===== src/slch_pkg.sv =====
`default_nettype none

package slch_pkg;

    typedef logic [26:0] hash_t;
    typedef logic [2:0]  verdict_t;

    localparam int unsigned POS_W = 13;

    localparam hash_t       HASH_MOD      = 27'd82595524;
    localparam logic [28:0] HASH_MOD2     = {1'b0, HASH_MOD, 1'b0};
    localparam logic [27:0] HASH_MU       = 28'((64'd1 << 54) / 64'd82595524);
    localparam hash_t       HASH_BASE     = 27'd26;
    localparam logic [6:0]  LETTER_OFFSET = 7'd96;

    localparam verdict_t VERDICT_EQUAL     = 3'd0;
    localparam verdict_t VERDICT_LESS      = 3'd1;
    localparam verdict_t VERDICT_GREATER   = 3'd2;
    localparam verdict_t VERDICT_UNDECIDED = 3'd3;
    localparam verdict_t VERDICT_INVALID   = 3'd4;

endpackage

`default_nettype wire


===== src/slch_modmul.sv =====
`default_nettype none

// Four-stage modular multiplier, Barrett reduction by HASH_MOD.
module slch_modmul import slch_pkg::*; (
    input  wire logic  aclk,
    input  wire logic  aresetn,
    input  wire logic  in_valid,
    input  wire hash_t op_a,
    input  wire hash_t op_b,
    output logic       out_valid,
    output hash_t      result
);

    logic [3:0]  vld_reg;
    logic [53:0] prod_reg;
    logic [55:0] qmu_reg;
    logic [28:0] low2_reg;
    logic [28:0] low3_reg;
    logic [28:0] qm_reg;
    hash_t       result_reg;

    logic [53:0] prod_next;
    logic [55:0] qmu_next;
    logic [54:0] qm_full;
    logic [28:0] r_raw;
    hash_t       result_next;

    assign prod_next = 54'(op_a) * 54'(op_b);
    assign qmu_next  = 56'(prod_reg[53:26]) * 56'(HASH_MU);
    assign qm_full   = 55'(qmu_reg[55:28]) * 55'(HASH_MOD);
    assign r_raw     = low3_reg - qm_reg;

    always_comb begin
        if (r_raw >= HASH_MOD2) begin
            result_next = 27'(r_raw - HASH_MOD2);
        end else if (r_raw >= 29'(HASH_MOD)) begin
            result_next = 27'(r_raw - 29'(HASH_MOD));
        end else begin
            result_next = 27'(r_raw);
        end
    end

    always_ff @(posedge aclk) begin
        if (!aresetn) begin
            vld_reg <= '0;
        end else begin
            vld_reg <= {vld_reg[2:0], in_valid};
        end
    end

    always_ff @(posedge aclk) begin
        prod_reg   <= prod_next;
        qmu_reg    <= qmu_next;
        low2_reg   <= prod_reg[28:0];
        qm_reg     <= qm_full[28:0];
        low3_reg   <= low2_reg;
        result_reg <= result_next;
    end

    assign out_valid = vld_reg[3];
    assign result    = result_reg;

endmodule

`default_nettype wire

===== config.mk =====
export PLATFORM = sky130hd
export DESIGN_NAME = slch_modmul
export DESIGN_NICKNAME = d
export VERILOG_FILES = /design/src/slch_pkg.sv /design/src/slch_modmul.sv
export SDC_FILE = /design/constraint.sdc
export NUM_CORES = 2
export LEC_CHECK = 0
export BUFFER_PORTS_ARGS = -buffer_cell sky130_fd_sc_hd__buf_2
export CAP_MARGIN = 10
export CORE_ASPECT_RATIO = 1.5
export CORE_MARGIN = 1
export CORE_UTILIZATION = 51
export DETAILED_ROUTE_END_ITERATION = 6
export GPL_ROUTABILITY_DRIVEN = 0
export PLACE_DENSITY = 0.67
export SETUP_SLACK_MARGIN = 0.2
export SLEW_MARGIN = 20
export SYNTH_ARGS = -nofsm -noshare
export SYNTH_HDL_FRONTEND = slang
export SYNTH_SLANG_ARGS = --single-unit

===== constraint.sdc =====
create_clock -name aclk -period 14.59 [get_ports aclk]
set_input_delay 0.7295 -clock aclk [delete_from_list [all_inputs] [get_ports aclk]]
set_output_delay 0.7295 -clock aclk [all_outputs]
set_load 0.005 [all_outputs]

==> metrics.md <==
| Metric | Value |
|---|---|
| Clock root buffer | sky130_fd_sc_hd__clkbuf_16 |
| Number of optimization iterations in the first detailed-route pass | 6 |
| Peak Freq | 121 MHz |
| Endpoint of the most critical register-to-register path | qm_reg[28] |
| Clk slew on worst S/H paths | 0.08 ns |
| Ports placed on the boundary | 85 |
| WP depth | 26 |
| Status | finished clean |
| Number of design-rule violations left by the first detailed-router iteration | 1484 |
| CP Capture Type | flip-flop |
| Diode insertion count for antenna repair | 0 |
| Arr. time, crit path | 8.61 ns |
| Cell count of the worst hold path | 0 |
| Cell with the most instances on the worst path | sky130_fd_sc_hd__fa_1 |
| Cell variety after synth | 89 |
| Top delay family on crit path | adder cells |
| RSZ-0062 raised after global routing | false |
| Clock Latency Late Sink | 0.45 ns |
| Pin count of the biggest net entering global routing | 28 |
| Post-synthesis sequential element count | 197 |
| R2R setup slack | 8.22 ns |
| FP Rows | 125 |
| Post-Syn Area | 40200 um^2 |
| Worst slew pin tran | 0.953 ns |
| Number of flip-flops under the largest register name | 54 |
| Setup tns final | 0 ns |
| Antenna violations before repair | 1 |
| Syn-to-layout area delta | 4.28% |
| Yosys warning count | 0 |
| Final routed wire length divided by cell count | 18.3 um |
| Largest stage delay on the critical path | 0.65 ns |
| Post-layout nets | 5714 |
| Crit path max fanout | 27 |
| Period utilization | 56.4% |
| Share of the yosys chip area belonging to registers | 9.82% |
| Post-synthesis instance total | 4398 |
| Residual overflow from global routing | 0 |
| Max Slew Vio Count | 0 |
| # DRC | 0 |
| Number of global-route vias before repair | 31200 |
| Layout filler cell count | 7126 |
| # Post-CTS Setup Buffers | 0 |
| Post-cts gate resize count | 0 |
| Sum of routed wire length over all layers | 98.3 mm |
| Die height | 346 um |
| Number of buffers created by CTS | 17 |
| Antenna-violating nets left | 0 |
| Syn Nets | 5767 |
| Share of cells above drive strength 1 | 3.49% |
| Setup crit start kind | input port |
| Worst slew margin relative to its limit | 36.1% |
| Final Hold Vio Count | 0 |
| Path type of the worst setup path | input port to flip-flop |
| Minimum clock period after layout | 8.23 ns |
| Hold/Removal Path Class | flip-flop to flip-flop |
| Post-DP HPWL | 80.4 mm |
| Average vias per placed instance | 5.36 |
| Synth Area per Inst | 9.13 um^2 |
| GRT Resource Usage Total | 25.5% |
| Last element of the critical path | prod_reg[53] |
| Number of cells on the worst reg-to-reg path | 20 |
| Clock Sinks | 197 |
| CTS tree | built |
| Clock tree buffer depth | 2 |
| Startpoint of the worst register-to-register path | qmu_reg[31] |
| Clock Skews | 0.0131 ns |
| Via total after detailed routing | 28800 |
| First-pass GRT wire length | 158 mm |
| Number of max-cap violations | 0 |
| Post-synth EDFFs | 0 |
| CTS HTree Levels | 4 |
| Most used flip-flop cell after synthesis | sky130_fd_sc_hd__dfxtp_1 |
| CP max stage cell | sky130_fd_sc_hd__buf_2 |
| Data required time of the critical path | 14.97 ns |
| Die span in x | 231 um |
| Die Footprint | 79900 um^2 |
| Finish-stage setup viols | 0 |
| Initial standard-cell utilization of the core | 51.7% |
| Proportion of synthesized flip-flops having asynchronous set or reset | 0% |
| CP Launch Point | op_b[18] |
| Placeable core region | 77700 um^2 |
| Combined buffer and inverter count along the critical path | 6 |
| Count of hold buffers inserted by post-cts repair | 0 |
| Buffers added on ports | 84 |
[synthesized netlist by cell type (all sizes together) (50+ instances only)]
master  number  area [um^2]
nand2      503         1890
and2       305         1910
o21ai       75          387
ha         555         6940
a21o        50          377
xnor2      100          876
clkbuf     150          573
inv       1122         4210
fa         757        15200
dfxtp      197         3940
nor2        79          304
a21oi       76          392
[worst min path at each step]
stage	from	to	slack, ns
finish	low2_reg[1]	low3_reg[1]	0.32
global placement	prod_reg[22]	low2_reg[22]	0.31
detailed placement	prod_reg[17]	low2_reg[17]	0.31
global route	prod_reg[21]	low2_reg[21]	0.33
floorplan	prod_reg[0]	low2_reg[0]	0.31
CTS	prod_reg[0]	low2_reg[0]	0.33
[cell usage in the layout, fill, tap and decap left out, types with 5 or more instances in the layout]
cell,n
sky130_fd_sc_hd__buf_2,84
sky130_fd_sc_hd__xor2_1,46
sky130_fd_sc_hd__nand3_1,30
sky130_fd_sc_hd__or3_1,10
sky130_fd_sc_hd__clkbuf_16,17
sky130_fd_sc_hd__nand2b_1,11
sky130_fd_sc_hd__a21boi_0,7
sky130_fd_sc_hd__and2_1,304
sky130_fd_sc_hd__o21a_1,23
sky130_fd_sc_hd__nand2_1,502
sky130_fd_sc_hd__o211ai_1,23
sky130_fd_sc_hd__o21bai_1,14
sky130_fd_sc_hd__nand3b_1,6
sky130_fd_sc_hd__inv_1,1122
sky130_fd_sc_hd__o2111ai_1,8
sky130_fd_sc_hd__ha_1,555
sky130_fd_sc_hd__a21oi_1,75
sky130_fd_sc_hd__o21ai_0,71
sky130_fd_sc_hd__xnor2_1,100
sky130_fd_sc_hd__a211oi_1,20
sky130_fd_sc_hd__or4_1,5
sky130_fd_sc_hd__nor3_1,32
sky130_fd_sc_hd__a31oi_1,9
sky130_fd_sc_hd__nor2b_1,19
sky130_fd_sc_hd__a31o_2,6
sky130_fd_sc_hd__a311oi_1,5
sky130_fd_sc_hd__o31ai_1,8
sky130_fd_sc_hd__a21o_1,49
sky130_fd_sc_hd__mux2i_1,12
sky130_fd_sc_hd__dfxtp_1,197
sky130_fd_sc_hd__nor4_1,10
sky130_fd_sc_hd__fa_1,757
sky130_fd_sc_hd__and3_1,21
sky130_fd_sc_hd__nor2_1,78
sky130_fd_sc_hd__nand4_1,11
sky130_fd_sc_hd__or2_2,6
[stage by stage]
step | cells | area [um^2] | worst slack, ns | hold slack [ns] | util [%]
after CTS | 5374 | 41900 | 6.34 | 0.329 | 53.9
after floorplan | 4398 | 40200 | 7.00 | 0.310 | -
final | 5374 | 41900 | 6.36 | 0.325 | 53.9
after detailed placement | 5342 | 41200 | 5.86 | 0.312 | 53.1
after global routing | 5374 | 41900 | 5.89 | 0.334 | 53.9
after global placement | 5342 | 41200 | 6.07 | 0.310 | 53.1
[cell families (layout without fill, tap and decap cells)]
group,count (synthesis),in the layout,share of synthesized area [%]
adders and majority gates,1312,1312,55.0
buffers and inverters,1280,1240,12.0
DFF,197,197,9.82
and+or+nand+nor,1069,1069,13.0
xor gates and xnor gates,147,147,3.22
AOI/OAI and AO/OA,381,381,6.56
muxes,12,12,0.299
[worst register-to-register path, stage by stage, from the launching register on]
cell,delay [ns]
sky130_fd_sc_hd__dfxtp_1,0.62
sky130_fd_sc_hd__fa_1,0.54
sky130_fd_sc_hd__ha_1,0.31
sky130_fd_sc_hd__inv_1,0.05
sky130_fd_sc_hd__fa_1,0.55
sky130_fd_sc_hd__inv_1,0.05
sky130_fd_sc_hd__ha_1,0.21
sky130_fd_sc_hd__fa_1,0.54
sky130_fd_sc_hd__inv_1,0.05
sky130_fd_sc_hd__fa_1,0.47
sky130_fd_sc_hd__fa_1,0.58
sky130_fd_sc_hd__inv_1,0.05
sky130_fd_sc_hd__ha_1,0.36
sky130_fd_sc_hd__a21oi_1,0.16
sky130_fd_sc_hd__o21ai_0,0.18
sky130_fd_sc_hd__a211oi_1,0.31
sky130_fd_sc_hd__o21ai_0,0.22
sky130_fd_sc_hd__a31oi_1,0.27
sky130_fd_sc_hd__o2111ai_1,0.23
sky130_fd_sc_hd__o31ai_1,0.31
sky130_fd_sc_hd__xnor2_1,0.21
[cell type report]
type | instances | area [um^2] | area share [%]
Clock buffer | 17 | 425 | 1.02
Inverter | 1122 | 4210 | 10.1
Clock inverter | 15 | 208 | 0.496
Multi-Input combinational cell | 2921 | 31400 | 74.9
Timing Repair Buffer | 86 | 435 | 1.04
Sequential cell | 197 | 3940 | 9.42
Tap cell | 1016 | 1270 | 3.04
[per-layer routing]
layer  share of wire [%]  GRT usage, %  up-vias
met4                 6.8          16.2        0
met5                   0             0        -
li1                    -             -    13200
met1                  35          26.6    14500
met2                  54          48.4      819
met3                 3.6          2.27      302
Power is left out: the tool's default activity adds up to more than one toggle a clock period on the data nets, which glitch-free logic cannot reach.
